## src/x86_twobyte_integer_execute_core_defines.svh

```systemverilog
// Assertion macros used by the execute core.
`ifndef X86_TWOBYTE_INTEGER_EXECUTE_CORE_DEFINES_SVH
`define X86_TWOBYTE_INTEGER_EXECUTE_CORE_DEFINES_SVH

// Check a property on every clock edge outside reset.
`define XTIE_ASSERT(label, prop, msg) \
    label: assert property (@(posedge aclk) disable iff (!aresetn) prop) else $error(msg);

// Check a property on every clock edge, reset included.
`define XTIE_ASSERT_ALWAYS(label, prop, msg) \
    label: assert property (@(posedge aclk) prop) else $error(msg);

`endif

```

## src/xtie_pkg.sv

```systemverilog
package xtie_pkg;

    // Command codes
    localparam logic [4:0] CMD_COND      = 5'd0;
    localparam logic [4:0] CMD_CMOV      = 5'd1;
    localparam logic [4:0] CMD_SETCC     = 5'd2;
    localparam logic [4:0] CMD_BT        = 5'd3;
    localparam logic [4:0] CMD_BTS       = 5'd4;
    localparam logic [4:0] CMD_BTR       = 5'd5;
    localparam logic [4:0] CMD_BTC       = 5'd6;
    localparam logic [4:0] CMD_BSF       = 5'd7;
    localparam logic [4:0] CMD_BSR       = 5'd8;
    localparam logic [4:0] CMD_MOVZX8    = 5'd9;
    localparam logic [4:0] CMD_MOVZX16   = 5'd10;
    localparam logic [4:0] CMD_MOVSX8    = 5'd11;
    localparam logic [4:0] CMD_MOVSX16   = 5'd12;
    localparam logic [4:0] CMD_BSWAP     = 5'd13;
    localparam logic [4:0] CMD_CMPXCHG8  = 5'd14;
    localparam logic [4:0] CMD_CMPXCHG32 = 5'd15;
    localparam logic [4:0] CMD_LOADFLAGS = 5'd16;

    // Flag bit positions
    localparam int unsigned FLAG_CF = 0;
    localparam int unsigned FLAG_PF = 1;
    localparam int unsigned FLAG_ZF = 2;
    localparam int unsigned FLAG_SF = 3;
    localparam int unsigned FLAG_OF = 4;

    // Condition groups (condition nibble without its invert bit)
    localparam logic [2:0] CGRP_O  = 3'd0;
    localparam logic [2:0] CGRP_B  = 3'd1;
    localparam logic [2:0] CGRP_E  = 3'd2;
    localparam logic [2:0] CGRP_BE = 3'd3;
    localparam logic [2:0] CGRP_S  = 3'd4;
    localparam logic [2:0] CGRP_P  = 3'd5;
    localparam logic [2:0] CGRP_L  = 3'd6;
    localparam logic [2:0] CGRP_LE = 3'd7;

    // Bytes of the scanned source
    localparam int unsigned SCAN_BYTES = 4;

    typedef struct packed {
        logic [4:0]  command;
        logic [3:0]  cond_code;
        logic [31:0] dest_value;
        logic [31:0] src_value;
        logic [31:0] accum_value;
        logic [7:0]  bit_index;
        logic        is_memory;
        logic [4:0]  flags_in;
    } req_t;

    typedef struct packed {
        logic       found;
        logic [4:0] pos;
    } scan_t;

    typedef struct packed {
        logic [31:0] result_value;
        logic        write_dest;
        logic [31:0] accum_out;
        logic        write_accum;
        logic        condition_true;
        logic [2:0]  dword_offset;
        logic [4:0]  flags_out;
    } res_t;

endpackage

```

## src/xtie_scan.sv

```systemverilog
// One byte of a bit scan: lowest set bit, or highest when from_top is set.
module xtie_scan (
    input  logic [7:0] byte_in,
    input  logic       from_top,
    output logic       hit,
    output logic [2:0] pos
);

    always_comb begin
        hit = |byte_in;
        pos = 3'd0;
        if (from_top) begin
            for (int i = 0; i < 8; i++) begin
                if (byte_in[i]) begin
                    pos = 3'(i);
                end
            end
        end else begin
            for (int i = 7; i >= 0; i--) begin
                if (byte_in[i]) begin
                    pos = 3'(i);
                end
            end
        end
    end

endmodule

```

## src/xtie_alu.sv

```systemverilog
// Result and flag formation for one request, given the finished scan.
module xtie_alu (
    input  xtie_pkg::req_t  req,
    input  logic [4:0]      flags,
    input  xtie_pkg::scan_t scan,
    output xtie_pkg::res_t  res
);

    logic        cond_raw;
    logic        cond_true;
    logic        bit_hit;
    logic [31:0] bit_mask;
    logic        byte_form;
    logic [31:0] op_a;
    logic [31:0] op_b;
    logic [32:0] diff;
    logic [31:0] ovf_vec;
    logic        cmp_equal;
    logic [4:0]  cmp_flags;

    always_comb begin
        case (req.cond_code[3:1])
            xtie_pkg::CGRP_O:  cond_raw = flags[xtie_pkg::FLAG_OF];
            xtie_pkg::CGRP_B:  cond_raw = flags[xtie_pkg::FLAG_CF];
            xtie_pkg::CGRP_E:  cond_raw = flags[xtie_pkg::FLAG_ZF];
            xtie_pkg::CGRP_BE: cond_raw = flags[xtie_pkg::FLAG_ZF] | flags[xtie_pkg::FLAG_CF];
            xtie_pkg::CGRP_S:  cond_raw = flags[xtie_pkg::FLAG_SF];
            xtie_pkg::CGRP_P:  cond_raw = flags[xtie_pkg::FLAG_PF];
            xtie_pkg::CGRP_L:  cond_raw = flags[xtie_pkg::FLAG_SF] ^ flags[xtie_pkg::FLAG_OF];
            default:           cond_raw = flags[xtie_pkg::FLAG_ZF]
                                   | (flags[xtie_pkg::FLAG_SF] ^ flags[xtie_pkg::FLAG_OF]);
        endcase
        cond_true = cond_raw ^ req.cond_code[0];
    end

    assign bit_mask = 32'd1 << req.bit_index[4:0];
    assign bit_hit  = req.dest_value[req.bit_index[4:0]];

    // Compare: accumulator minus destination, byte form zero-extended
    assign byte_form = (req.command == xtie_pkg::CMD_CMPXCHG8);
    assign op_a      = byte_form ? {24'd0, req.accum_value[7:0]} : req.accum_value;
    assign op_b      = byte_form ? {24'd0, req.dest_value[7:0]} : req.dest_value;
    assign diff      = {1'b0, op_a} - {1'b0, op_b};
    assign ovf_vec   = (op_a ^ op_b) & (op_a ^ diff[31:0]);
    assign cmp_equal = byte_form ? (diff[7:0] == 8'd0) : (diff[31:0] == 32'd0);

    always_comb begin
        cmp_flags                    = '0;
        cmp_flags[xtie_pkg::FLAG_CF] = diff[32];
        cmp_flags[xtie_pkg::FLAG_PF] = ~^diff[7:0];
        cmp_flags[xtie_pkg::FLAG_ZF] = cmp_equal;
        cmp_flags[xtie_pkg::FLAG_SF] = byte_form ? diff[7] : diff[31];
        cmp_flags[xtie_pkg::FLAG_OF] = byte_form ? ovf_vec[7] : ovf_vec[31];
    end

    always_comb begin
        res              = '0;
        res.result_value = req.dest_value;
        res.flags_out    = flags;
        case (req.command)
            xtie_pkg::CMD_COND: begin
                res.condition_true = cond_true;
            end
            xtie_pkg::CMD_CMOV: begin
                res.condition_true = cond_true;
                if (cond_true) begin
                    res.result_value = req.src_value;
                    res.write_dest   = 1'b1;
                end
            end
            xtie_pkg::CMD_SETCC: begin
                res.condition_true = cond_true;
                res.result_value   = {31'd0, cond_true};
                res.write_dest     = 1'b1;
            end
            xtie_pkg::CMD_BT, xtie_pkg::CMD_BTS, xtie_pkg::CMD_BTR, xtie_pkg::CMD_BTC: begin
                res.dword_offset               = req.is_memory ? req.bit_index[7:5] : 3'd0;
                res.flags_out[xtie_pkg::FLAG_CF] = bit_hit;
                if (req.command == xtie_pkg::CMD_BTS) begin
                    res.result_value = req.dest_value | bit_mask;
                    res.write_dest   = 1'b1;
                end else if (req.command == xtie_pkg::CMD_BTR) begin
                    res.result_value = req.dest_value & ~bit_mask;
                    res.write_dest   = 1'b1;
                end else if (req.command == xtie_pkg::CMD_BTC) begin
                    res.result_value = req.dest_value ^ bit_mask;
                    res.write_dest   = 1'b1;
                end
            end
            xtie_pkg::CMD_BSF, xtie_pkg::CMD_BSR: begin
                res.flags_out[xtie_pkg::FLAG_ZF] = ~scan.found;
                if (scan.found) begin
                    res.result_value = {27'd0, scan.pos};
                    res.write_dest   = 1'b1;
                end
            end
            xtie_pkg::CMD_MOVZX8: begin
                res.result_value = {24'd0, req.src_value[7:0]};
                res.write_dest   = 1'b1;
            end
            xtie_pkg::CMD_MOVZX16: begin
                res.result_value = {16'd0, req.src_value[15:0]};
                res.write_dest   = 1'b1;
            end
            xtie_pkg::CMD_MOVSX8: begin
                res.result_value = {{24{req.src_value[7]}}, req.src_value[7:0]};
                res.write_dest   = 1'b1;
            end
            xtie_pkg::CMD_MOVSX16: begin
                res.result_value = {{16{req.src_value[15]}}, req.src_value[15:0]};
                res.write_dest   = 1'b1;
            end
            xtie_pkg::CMD_BSWAP: begin
                res.result_value = {req.dest_value[7:0], req.dest_value[15:8],
                                    req.dest_value[23:16], req.dest_value[31:24]};
                res.write_dest   = 1'b1;
            end
            xtie_pkg::CMD_CMPXCHG8: begin
                res.flags_out = cmp_flags;
                if (cmp_equal) begin
                    res.result_value = {24'd0, req.src_value[7:0]};
                    res.write_dest   = 1'b1;
                end else begin
                    res.accum_out   = {req.accum_value[31:8], req.dest_value[7:0]};
                    res.write_accum = 1'b1;
                end
            end
            xtie_pkg::CMD_CMPXCHG32: begin
                res.flags_out = cmp_flags;
                if (cmp_equal) begin
                    res.result_value = req.src_value;
                    res.write_dest   = 1'b1;
                end else begin
                    res.accum_out   = req.dest_value;
                    res.write_accum = 1'b1;
                end
            end
            xtie_pkg::CMD_LOADFLAGS: begin
                res.flags_out = req.flags_in;
            end
            default: begin
            end
        endcase
    end

endmodule

```

## src/x86_twobyte_integer_execute_core.sv

```systemverilog
// Channel  | Handshake            | Payload
// ---------+----------------------+------------------------------------------------
// request  | s_valid / s_ready    | s_command, s_cond_code, s_dest_value, s_src_value,
//          |                      | s_accum_value, s_bit_index, s_is_memory, s_flags_in
// result   | m_valid / m_ready    | m_result_value, m_write_dest, m_accum_out,
//          |                      | m_write_accum, m_condition_true, m_dword_offset,
//          |                      | m_flags_out
//
// Sequence: a request passes from idle to done, where its result is registered
// into the output register; BSF and BSR pass through the scan state first, as
// the shared scan unit walks the source one byte per cycle over 4 bytes.
// Reset: synchronous, active low; clears the sequencer, the result valid and the
// flags register (all flags clear).
// Stalls: one request at a time; s_ready is high only while the sequencer idles.
// A result waiting in the output register does not block acceptance; a finished
// request holds in its final state until the output register is free.
`include "x86_twobyte_integer_execute_core_defines.svh"

module x86_twobyte_integer_execute_core (
    input  logic        aclk,
    input  logic        aresetn,

    input  logic        s_valid,
    output logic        s_ready,
    input  logic [4:0]  s_command,
    input  logic [3:0]  s_cond_code,
    input  logic [31:0] s_dest_value,
    input  logic [31:0] s_src_value,
    input  logic [31:0] s_accum_value,
    input  logic [7:0]  s_bit_index,
    input  logic        s_is_memory,
    input  logic [4:0]  s_flags_in,

    output logic        m_valid,
    input  logic        m_ready,
    output logic [31:0] m_result_value,
    output logic        m_write_dest,
    output logic [31:0] m_accum_out,
    output logic        m_write_accum,
    output logic        m_condition_true,
    output logic [2:0]  m_dword_offset,
    output logic [4:0]  m_flags_out
);

    typedef enum logic [1:0] {
        ST_IDLE,
        ST_SCAN,
        ST_DONE
    } state_t;

    localparam int unsigned CntW = $clog2(xtie_pkg::SCAN_BYTES);

    state_t           state_reg,  state_next;
    xtie_pkg::req_t   req_reg,    req_next;
    logic [CntW-1:0]  cnt_reg,    cnt_next;
    xtie_pkg::scan_t  scan_reg,   scan_next;
    logic [4:0]       flags_reg,  flags_next;
    logic             m_valid_reg, m_valid_next;
    xtie_pkg::res_t   out_reg,    out_next;

    xtie_pkg::req_t   s_req;
    xtie_pkg::res_t   alu_res;
    logic             accept;
    logic             is_scan_cmd;
    logic             scan_from_top;
    logic [CntW-1:0]  byte_sel;
    logic             byte_hit;
    logic [2:0]       byte_pos;
    logic             out_free;
    logic             commit;

    // Gather the request fields
    always_comb begin
        s_req.command     = s_command;
        s_req.cond_code   = s_cond_code;
        s_req.dest_value  = s_dest_value;
        s_req.src_value   = s_src_value;
        s_req.accum_value = s_accum_value;
        s_req.bit_index   = s_bit_index;
        s_req.is_memory   = s_is_memory;
        s_req.flags_in    = s_flags_in;
    end

    assign s_ready  = (state_reg == ST_IDLE);
    assign accept   = s_valid && s_ready;
    assign out_free = !m_valid_reg || m_ready;
    assign commit   = (state_reg == ST_DONE) && out_free;

    assign is_scan_cmd   = (s_command == xtie_pkg::CMD_BSF) || (s_command == xtie_pkg::CMD_BSR);
    assign scan_from_top = (req_reg.command == xtie_pkg::CMD_BSR);
    // BSR walks from the top byte down, BSF from the bottom up
    assign byte_sel      = scan_from_top ? ~cnt_reg : cnt_reg;

    xtie_scan u_scan (
        .byte_in  (req_reg.src_value[byte_sel*8 +: 8]),
        .from_top (scan_from_top),
        .hit      (byte_hit),
        .pos      (byte_pos)
    );

    xtie_alu u_alu (
        .req   (req_reg),
        .flags (flags_reg),
        .scan  (scan_reg),
        .res   (alu_res)
    );

    always_comb begin
        state_next   = state_reg;
        req_next     = req_reg;
        cnt_next     = cnt_reg;
        scan_next    = scan_reg;
        flags_next   = flags_reg;
        m_valid_next = m_valid_reg;
        out_next     = out_reg;

        // Drop the result once taken
        if (m_valid_reg && m_ready) begin
            m_valid_next = 1'b0;
        end

        case (state_reg)
            ST_IDLE: begin
                if (accept) begin
                    req_next  = s_req;
                    cnt_next  = '0;
                    scan_next = '0;
                    state_next = is_scan_cmd ? ST_SCAN : ST_DONE;
                end
            end
            ST_SCAN: begin
                // Keep the first hit in scan order
                if (!scan_reg.found && byte_hit) begin
                    scan_next.found = 1'b1;
                    scan_next.pos   = {byte_sel, byte_pos};
                end
                cnt_next = cnt_reg + 1'b1;
                if (cnt_reg == CntW'(xtie_pkg::SCAN_BYTES - 1)) begin
                    state_next = ST_DONE;
                end
            end
            ST_DONE: begin
                // Hold until the output register is free, then retire
                if (out_free) begin
                    out_next     = alu_res;
                    flags_next   = alu_res.flags_out;
                    m_valid_next = 1'b1;
                    state_next   = ST_IDLE;
                end
            end
            default: begin
                state_next = ST_IDLE;
            end
        endcase
    end

    always_ff @(posedge aclk) begin
        if (!aresetn) begin
            state_reg   <= ST_IDLE;
            cnt_reg     <= '0;
            scan_reg    <= '0;
            flags_reg   <= '0;
            m_valid_reg <= 1'b0;
        end else begin
            state_reg   <= state_next;
            cnt_reg     <= cnt_next;
            scan_reg    <= scan_next;
            flags_reg   <= flags_next;
            m_valid_reg <= m_valid_next;
        end
        req_reg <= req_next;
        out_reg <= out_next;
    end

    assign m_valid          = m_valid_reg;
    assign m_result_value   = out_reg.result_value;
    assign m_write_dest     = out_reg.write_dest;
    assign m_accum_out      = out_reg.accum_out;
    assign m_write_accum    = out_reg.write_accum;
    assign m_condition_true = out_reg.condition_true;
    assign m_dword_offset   = out_reg.dword_offset;
    assign m_flags_out      = out_reg.flags_out;

    `XTIE_ASSERT(a_busy_after_accept, accept |=> !s_ready, "core took a second request while busy")
    `XTIE_ASSERT(a_flags_only_on_commit, !commit |=> $stable(flags_reg), "flags changed without a retiring request")
    `XTIE_ASSERT(a_commit_sets_valid, commit |=> m_valid_reg && (m_flags_out == flags_reg), "retired result does not match flags")
    `XTIE_ASSERT(a_dest_accum_exclusive, m_valid_reg |-> !(m_write_dest && m_write_accum), "destination and accumulator written together")
    `XTIE_ASSERT_ALWAYS(a_reset_idle, !aresetn |=> (state_reg == ST_IDLE) && !m_valid_reg, "reset did not idle the core")

endmodule
```

## config.mk

```make
export PLATFORM = sky130hd
export DESIGN_NAME = x86_twobyte_integer_execute_core
export DESIGN_NICKNAME = d
export VERILOG_FILES = /design/src/xtie_pkg.sv /design/src/xtie_scan.sv /design/src/xtie_alu.sv /design/src/x86_twobyte_integer_execute_core.sv
export VERILOG_INCLUDE_DIRS = /design/src /design/src/src
export SDC_FILE = /design/constraint.sdc
export NUM_CORES = 1
export LEC_CHECK = 0
export BUFFER_PORTS_ARGS = -buffer_cell sky130_fd_sc_hd__buf_2
export CORE_MARGIN = 2
export CORE_UTILIZATION = 53
export CTS_CLUSTER_SIZE = 8
export DETAILED_ROUTE_END_ITERATION = 8
export PLACE_DENSITY_LB_ADDON = 0.12
export SKIP_CTS_REPAIR_TIMING = 1
export SLEW_MARGIN = 40
export SYNTH_ARGS = -nofsm -noshare
export SYNTH_HDL_FRONTEND = slang
export SYNTH_SLANG_ARGS = --single-unit
export TNS_END_PERCENT = 10
```

## constraint.sdc

```tcl
create_clock -name aclk -period 6 [get_ports aclk]
set_clock_uncertainty 0.05 [all_clocks]
set_input_delay 1.8 -clock aclk [delete_from_list [all_inputs] [get_ports aclk]]
set_output_delay 1.8 -clock aclk [all_outputs]
set_load 0.05 [all_outputs]
```

; ---- After elaboration in Yosys (flattened, before gate mapping)
; Cells that the tools add are included.
; Widths: inputs -> output; s select.
[op_classes]
addsub = 2
n_bitwise = 13
magnitude_cmp = 1
muxes = 53
n_eq_ne = 31
shift = 2
n_reduce_logical = 25
[ops]
columns = operator, count
row1 = $pmux 33 s11, 1
row2 = $mux 33, 9
row3 = $xor 32x32->32, 3
row4 = $pmux 33 s2, 1
row5 = $and 32x32->32, 2
row6 = $mux 32, 2
row7 = $eq 5x4->1 const B, 9
row8 = $mux 3, 13
row9 = $sub 32x32->33, 1
row10 = $logic_not 32->1, 1
row11 = $not 32->32, 1
row12 = $or 32x32->32, 1
row13 = $shiftx 32x6->8, 1
row14 = $shl 1x5->32 const A, 1
row15 = $eq 5x3->1 const B, 5
row16 = $mux 2, 8
row17 = $mux 6, 2
row18 = $pmux 6 s2, 1
row19 = $eq 5x2->1 const B, 2
row20 = $eq 3x3->1 const B, 3
row21 = $logic_not 8->1, 1
row22 = $mux 1, 8
row23 = $pmux 2 s2, 2
row24 = $reduce_and 2->1, 4
row25 = 32 further kinds, 45
[word_totals]
ff_bits = 210
inputBits = 123
word_cells = 148
output_inout_bits = 77

; ---- Logic depth before layout (Yosys ltp)
; Gate-level depths: netlist (run 1).
[depth]
ltp_word = 14
depth_mapped = 20
depth_no_buf = 19

; ---- Cells and area by module
; Synthesis (run 1) repeated with hierarchy kept, for this count alone.
[hier_totals]
hier_cells = 1328
area_unflattened_um2 = 14123.5
[by_module_without_submodules]
columns = mod, area_per_inst_um2, seq_area_each_um2, cells_per_inst, n_inst
row1 = x86_twobyte_integer_execute_core, 7131.8, 6145.9, 303, 1
row2 = xtie_alu, 6861.6, 0.0, 1003, 1
row3 = xtie_scan, 130.1, 0.0, 22, 1

; ---- Least setup slack after synthesis (run 1)
; No wires, ideal clock.
[synth_timing]
path_kind = input to register
start = input port m_ready
end = register flags_reg[1]
slack_ns = 0.109
stages = 4
required_time_ns = 5.890
setup_ns = 0.060
t_arrival_ns = 5.782
n_path_buf = 0
cell_sequence = nor2b_1 nor2_1 or2_2 o311a_1
[synth_between]
elab_chain_len = 2
[synth_lines]
columns = item, line
row1 = "start, declared", x86_twobyte_integer_execute_core.sv:35  ; input logic m_ready,
row2 = $logic_or 1x1->1, x86_twobyte_integer_execute_core.sv:86  ; assign out_free = !m_valid_reg || m_ready;
row3 = $reduce_and 2->1 (no line), n/a
row4 = "end signal, assigned", x86_twobyte_integer_execute_core.sv:168  ; flags_reg <= flags_next;
row5 = "end, declared", x86_twobyte_integer_execute_core.sv:57  ; logic [4:0] flags_reg, flags_next;
; No other way between the ends.
; A chain may end at the register's enable or synchronous reset.

==> impl_metrics.csv, run 1 <==
group,metric,value,unit
detailed_routing,wl_per_cell,23.9,µm
worst_hold_path,hold_depth,2,
worst_hold_path,hp-class,"register to register",
placement,portBuffers,199,
yosys,synth_edf_count,194,
worst_setup_path,cp-end-kind,"register",
worst_setup_path,cp.arrival,5970,ps
worst_setup_path,reg2regPathDepth,19,
global_routing,gr-total-overflow,0,
yosys,synthesis.area,0.0141,mm²
floorplan,top_level_ports,200,
floorplan,dieArea,0.0279,mm²
timing,fin_crit_sh,94.9,%
global_routing,antenna_found_initial,0,
power,switching_share,31.0,%
floorplan,die_h,167,µm
clock_network,clock_sinks,210,
yosys,synth_warnings,0,
worst_setup_path,cpMaxStageDelayCell,"or4b_4",
timing,slew_headroom,41.1,%
yosys,ys_ff_latch,210,
worst_setup_path,critical_path_required,6280,ps
detailed_routing,first_pass_iters,6,
detailed_routing,via_per_inst,6.49,
job,max-cap-violations,0,
global_routing,grt_max_degree,70,
worst_setup_path,slowest_delay,510,ps
final_layout,drive_gt1_share,19.8,%
floorplan,initial_core_util,54.1,%
power,leakage,0.00626,µW
worst_setup_path,r2r_setup_slack,310,ps
placement,dp_hpwl,34.4,mm
detailed_routing,vias,12900,
final_layout,n_antenna_cell,0,
clock_network,cts.reportedPaths.clkPinSlew,60,ps
worst_setup_path,cp_num_buf_inv,2,
timing,max_freq,176,MHz
power,internal_power,3020,µW
timing,post-route-min-period,5690,ps
outcome,status,"completed",
power,pwr-share-seq,41.3,%
power,p_switching,1350,µW
power,vdd_drop_max,309,µV
detailed_routing,drtAntennaViolNets,0,
detailed_routing,drt_iter0_drc,1849,
floorplan,rows,59,
power,power_density,265,mW/mm²
yosys,syn_inst,1438,
detailed_routing,wl,47.6,mm
yosys,ys_seq_area_share,43.6,%
timing,finalSetupTns,0,ps
floorplan,coreArea,0.0261,mm²
global_routing,grt_pass1_vias,12100,
yosys,synth_cell_type_count,75,
timing,tightestPinTransition,877,ps
timing,drv_slew,0,
timing,hold_viol,0,
worst_hold_path,min-delay-start,"m_valid",
placement,place_ws,477,ps
yosys,synthArstFlopShare,0,%
yosys,syn_nets,1663,
clock_network,insertion_delay,560,ps
worst_setup_path,rr_endpoint,"m_result_value[3]",
worst_setup_path,crit_fanout,30,
global_routing,grt.total_usage,33.3,%
clock_network,cts_buffers,30,
worst_setup_path,worstSetupStartpointType,"register",
worst_setup_path,cpLargestDelayFamily,"simple AND/OR/NAND/NOR gates",
yosys,synth_area_per_cell,9.80,µm²
yosys,ys.flop_type,"edfxtp_1",
power,combPwrFrac,22.1,%
final_layout,syn2layout_area_growth,17.0,%
timing,setup_ws,306,ps
detailed_routing,drc,0,
worst_setup_path,path_cells,"inv_1 -> ha_1 -> and2_4 -> a221oi_4 -> a21oi_1 -> nor2b_1 -> xor2_1 -> ha_1 -> and4_1 -> o21ai_0 -> a21oi_1 -> nand2_1 -> nor4b_1 -> or4b_1 -> or4b_4 -> buf_4 -> nor4_1 -> o41a_1 -> a21boi_0",
placement,gp_congestion,0.964,
timing,rsz0062_at_grt,"false",
clock_network,root_buffer,"clkbuf_16",
clock_network,cts_tree,"yes",
worst_hold_path,min_to,"m_valid",
worst_setup_path,rr_startpoint,"req_reg[82]",
final_layout,nNetsFinal,1854,
global_routing,grt_pass1_wl,72.0,mm
final_layout,largest_register_ffs,119,
timing,fin_hold_ws,442,ps
power,clkPwrFrac,36.6,%
timing,finalSetupViolations,0,
clock_network,clock_path_buffers,3,
clock_network,cts.htree.levels,1,
worst_setup_path,worstSetupPathType,"register to register",
floorplan,die_w,167,µm
==> routing by layer <==
layer  up-vias  track usage [%]  wire length (µm)  share of wire, %
met1      6149             48.7             19800                42
met5         -                0                 0                 0
li1       5859                -                 -                 -
met2       782             49.9             20800                44
met4         0             10.9              1730               3.6
met3       114             6.32              5250                11
==> cells in the final DEF (no fill, tap or decap), drive strengths merged, types with 16 or more instances in the layout <==
cell type,count
nand4,21
nor2,63
and2,50
ha,101
clkbuf,55
a22o,25
buf,245
nor3,17
nand2,218
a21oi,91
nand3,32
edfxtp,194
mux4,17
o211ai,63
nor4,34
a22oi,16
o21ai,85
dfxtp,16
a221oi,24
a211oi,22
inv,49
==> worst max-delay path by stage <==
stage	to	cells after the start	startpoint
final	m_result_value[3]	19	req_reg[82]
after global routing	m_result_value[3]	19	req_reg[82]
after CTS	m_result_value[3]	19	req_reg[82]
after detailed placement	m_accum_out[30]	20	req_reg[79]
after global placement	m_result_value[3]	19	req_reg[82]
after floorplan	flags_reg[1]	4	m_ready
==> final cells by class <==
type / instances / area, µm²
fill: 2167 / 9570
clock buffer: 55 / 876
tap: 335 / 419
multi-input combinational: 1093 / 7480
sequential: 210 / 6150
inverter: 49 / 189
timing repair buffer: 245 / 1380
clock inverter: 1 / 5.00
==> worst register-to-register path, delay by kind of cell (launching register included) <==
kind            cells  cell delay, ps
simple gates        8            2470
compound gates      6            1240
fa+ha+maj           2             510
buf+inv             2             490
flops               1             480
xor+xnor            1             230
==> power groups by stage <==
stage                     registers (µW)  logic (µW)  clock network, µW
final                               1800         968               1600
after detailed placement            1830         944                  0
after CTS                           1800         950               1610
after floorplan                     1890         566                  0
after global placement              1830         935                  0
after global routing                1810        1050               1680
==> kinds of logic (layout without fill, tap and decap cells) <==
family	Yosys count	in the layout	synth area share, %
XOR/XNOR	29	29	1.80
buffers and inverters	135	350	3.69
AO/OA/AOI/OAI	412	412	19.9
flip-flops	210	210	43.6
adder cells (fa/ha/maj)	102	102	9.11
multiplexers	29	29	3.60
AND/OR/NAND/NOR	521	521	18.3
==> synthesized netlist by cell type (23+ instances only) <==
master | count | area share (%)
o21ai_0 | 71 | 2.5
and2_1 | 49 | 2.2
clkbuf_1 | 75 | 2.0
nand3_1 | 32 | 1.1
nand2_1 | 217 | 5.8
edfxtp_1 | 194 | 41
a21oi_1 | 90 | 3.2
a22o_1 | 25 | 1.6
nor4_1 | 33 | 1.5
ha_1 | 101 | 9.0
nor2_1 | 63 | 1.7
inv_1 | 48 | 1.3
o211ai_1 | 63 | 3.4
a221oi_1 | 23 | 1.4
==> stage by stage <==
| stage | std cells | cell area [µm²] | utilization, % | total power [µW] |
|---|---|---|---|---|
| final | 1988 | 16500 | 63.3 | 4370 |
| after global routing | 1988 | 16500 | 63.3 | 4530 |
| after CTS | 1988 | 16500 | 63.2 | 4360 |
| after detailed placement | 1932 | 15600 | 59.9 | 2770 |
| after global placement | 1932 | 15600 | 59.8 | 2760 |
| after floorplan | 1438 | 14100 | - | 2460 |
Note: power is estimated with default switching activity, not from simulation.
==> inputs of run 2 (changes only) <==
- CORE_MARGIN: 2 -> 4
==> impl_metrics.csv, run 2 (synthesis gave the netlist of run 1 again) <==
group,metric,value,unit
outcome,status,"completed",
global_routing,grt.total_usage,32.3,%
floorplan,initial_core_util,53.9,%
floorplan,dieArea,0.0293,mm²
power,internal_power,2980,µW
job,max-cap-violations,0,
final_layout,drive_gt1_share,19.7,%
global_routing,grt_pass1_vias,12300,
placement,gp_congestion,1.04,
global_routing,gr-total-overflow,0,
final_layout,nNetsFinal,1848,
global_routing,grt_max_degree,70,
placement,dp_hpwl,35.2,mm
timing,fin_hold_ws,431,ps
power,switching_share,30.9,%
clock_network,cts_tree,"yes",
timing,drv_slew,0,
power,p_switching,1330,µW
floorplan,die_w,171,µm
power,clkPwrFrac,35.6,%
worst_setup_path,cpMaxStageDelayCell,"edfxtp_1",
detailed_routing,wl_per_cell,24.7,µm
global_routing,antenna_found_initial,1,
detailed_routing,drc,0,
power,vdd_drop_max,255,µV
floorplan,coreArea,0.0261,mm²
clock_network,cts_buffers,30,
power,power_density,262,mW/mm²
worst_setup_path,path_cells,"inv_1 -> ha_1 -> nor2b_1 -> o211ai_1 -> a21oi_1 -> nor2b_1 -> xor2_1 -> ha_1 -> and4_1 -> o21ai_0 -> a21oi_1 -> nand2_1 -> nor4b_1 -> or4b_1 -> or4b_4 -> or3_4 -> nand2_4 -> inv_2 -> o32a_1",
clock_network,cts.htree.levels,1,
worst_setup_path,reg2regPathDepth,19,
placement,portBuffers,199,
detailed_routing,drt_iter0_drc,1476,
detailed_routing,wl,48.6,mm
timing,fin_crit_sh,93.7,%
detailed_routing,vias,13000,
worst_setup_path,cp-end-kind,"register",
floorplan,top_level_ports,200,
worst_setup_path,worstSetupStartpointType,"register",
floorplan,die_h,171,µm
final_layout,largest_register_ffs,119,
worst_setup_path,critical_path_required,6240,ps
final_layout,layout_commonest_cell,"nand2_1",
worst_setup_path,crit_fanout,10,
final_layout,mostFrequentLayoutCells,"nand2_1, buf_2, edfxtp_1",
timing,finalSetupTns,0,ps
global_routing,grt_pass1_wl,72.8,mm
worst_hold_path,hold_depth,2,
clock_network,clock_sinks,210,
timing,tightestPinTransition,818,ps
final_layout,n_antenna_cell,0,
placement,placedInstanceArea,0.0156,mm²
timing,finalSetupViolations,0,
worst_hold_path,hp-class,"register to register",
timing,max_freq,178,MHz
timing,hold_viol,0,
worst_setup_path,worstSetupPathType,"register to register",
final_layout,syn2layout_area_growth,16.6,%
power,leakage,0.00621,µW
detailed_routing,drtAntennaViolNets,0,
power,pwr-share-seq,42.0,%
final_layout,nFillCells,2248,
final_layout,final_area,0.0164,mm²
timing,post-route-min-period,5620,ps
power,combPwrFrac,22.4,%
worst_setup_path,slowest_delay,520,ps
detailed_routing,via_per_inst,6.58,
clock_network,insertion_delay,550,ps
detailed_routing,first_pass_iters,6,
timing,slew_headroom,45.0,%
clock_network,clock_path_buffers,3,
clock_network,cts.reportedPaths.clkPinSlew,50,ps
clock_network,root_buffer,"clkbuf_16",
timing,rsz0062_at_grt,"false",
floorplan,rows,59,
worst_setup_path,cp.arrival,5860,ps
## run 2: cell count changes in the layout (fill, tap and decap cells not counted), moves of 2 or more
| cell | change |
|---|---|
| clkbuf_1 | -9 |
| buf_4 | -6 |
| nor4_2 | +2 |
| nor4_1 | -2 |
## run 2: through the flow
stage / util, % / total power, µW / std cells / setup slack (ps)
2_1_floorplan: - / 2460 / 1438 / 109
3_3_place_gp: 59.5 / 2760 / 1925 / 435
3_5_place_dp: 59.6 / 2770 / 1926 / 331
4_1_cts: 62.8 / 4300 / 1972 / 293
5_1_grt: 62.8 / 4480 / 1972 / 13.8
6_report: 62.8 / 4310 / 1972 / 380
## run 2: worst paths after layout
kind                                     endpoint  slack, ps         from
worst min register to register            m_valid        430      m_valid
worst min-delay path                      m_valid        430      m_valid
worst max register to register  m_result_value[8]        380  req_reg[79]
worst max-delay path            m_result_value[8]        380  req_reg[79]
## run 2: power groups by stage
stage,Sequential [µW],Clock [µW],Combinational [µW]
2_1_floorplan,1890,0,566
5_1_grt,1810,1620,1050
3_5_place_dp,1830,0,944
3_3_place_gp,1830,0,929
4_1_cts,1800,1550,951
6_report,1810,1540,966
## run 2: layout make-up
type / count / area, µm² / area share (%)
multi-input cells: 1093 / 7510 / 45.7
flip-flops and latches: 210 / 6150 / 37.4
repair buffers: 239 / 1330 / 8.09
clock buffers: 45 / 828 / 5.04
well taps: 335 / 419 / 2.55
inverters: 49 / 189 / 1.15
clock inverters: 1 / 3.75 / 0.0229
## run 2: per-layer routing
metal  GRT usage (%)  part of all wire, %
met1            46.9                   41
met2            48.6                   43
met3            6.68                   11
met4            10.9                  4.4
met5               0                0.016
## run 2: critical path, delay by kind of cell, from the launching register on
family	cells	cell delay [ps]
AO/OA/AOI/OAI	5	1170
XOR/XNOR	1	260
adder cells (fa/ha/maj)	2	450
buffers and inverters	2	320
flip-flops	1	520
AND/OR/NAND/NOR	9	2610
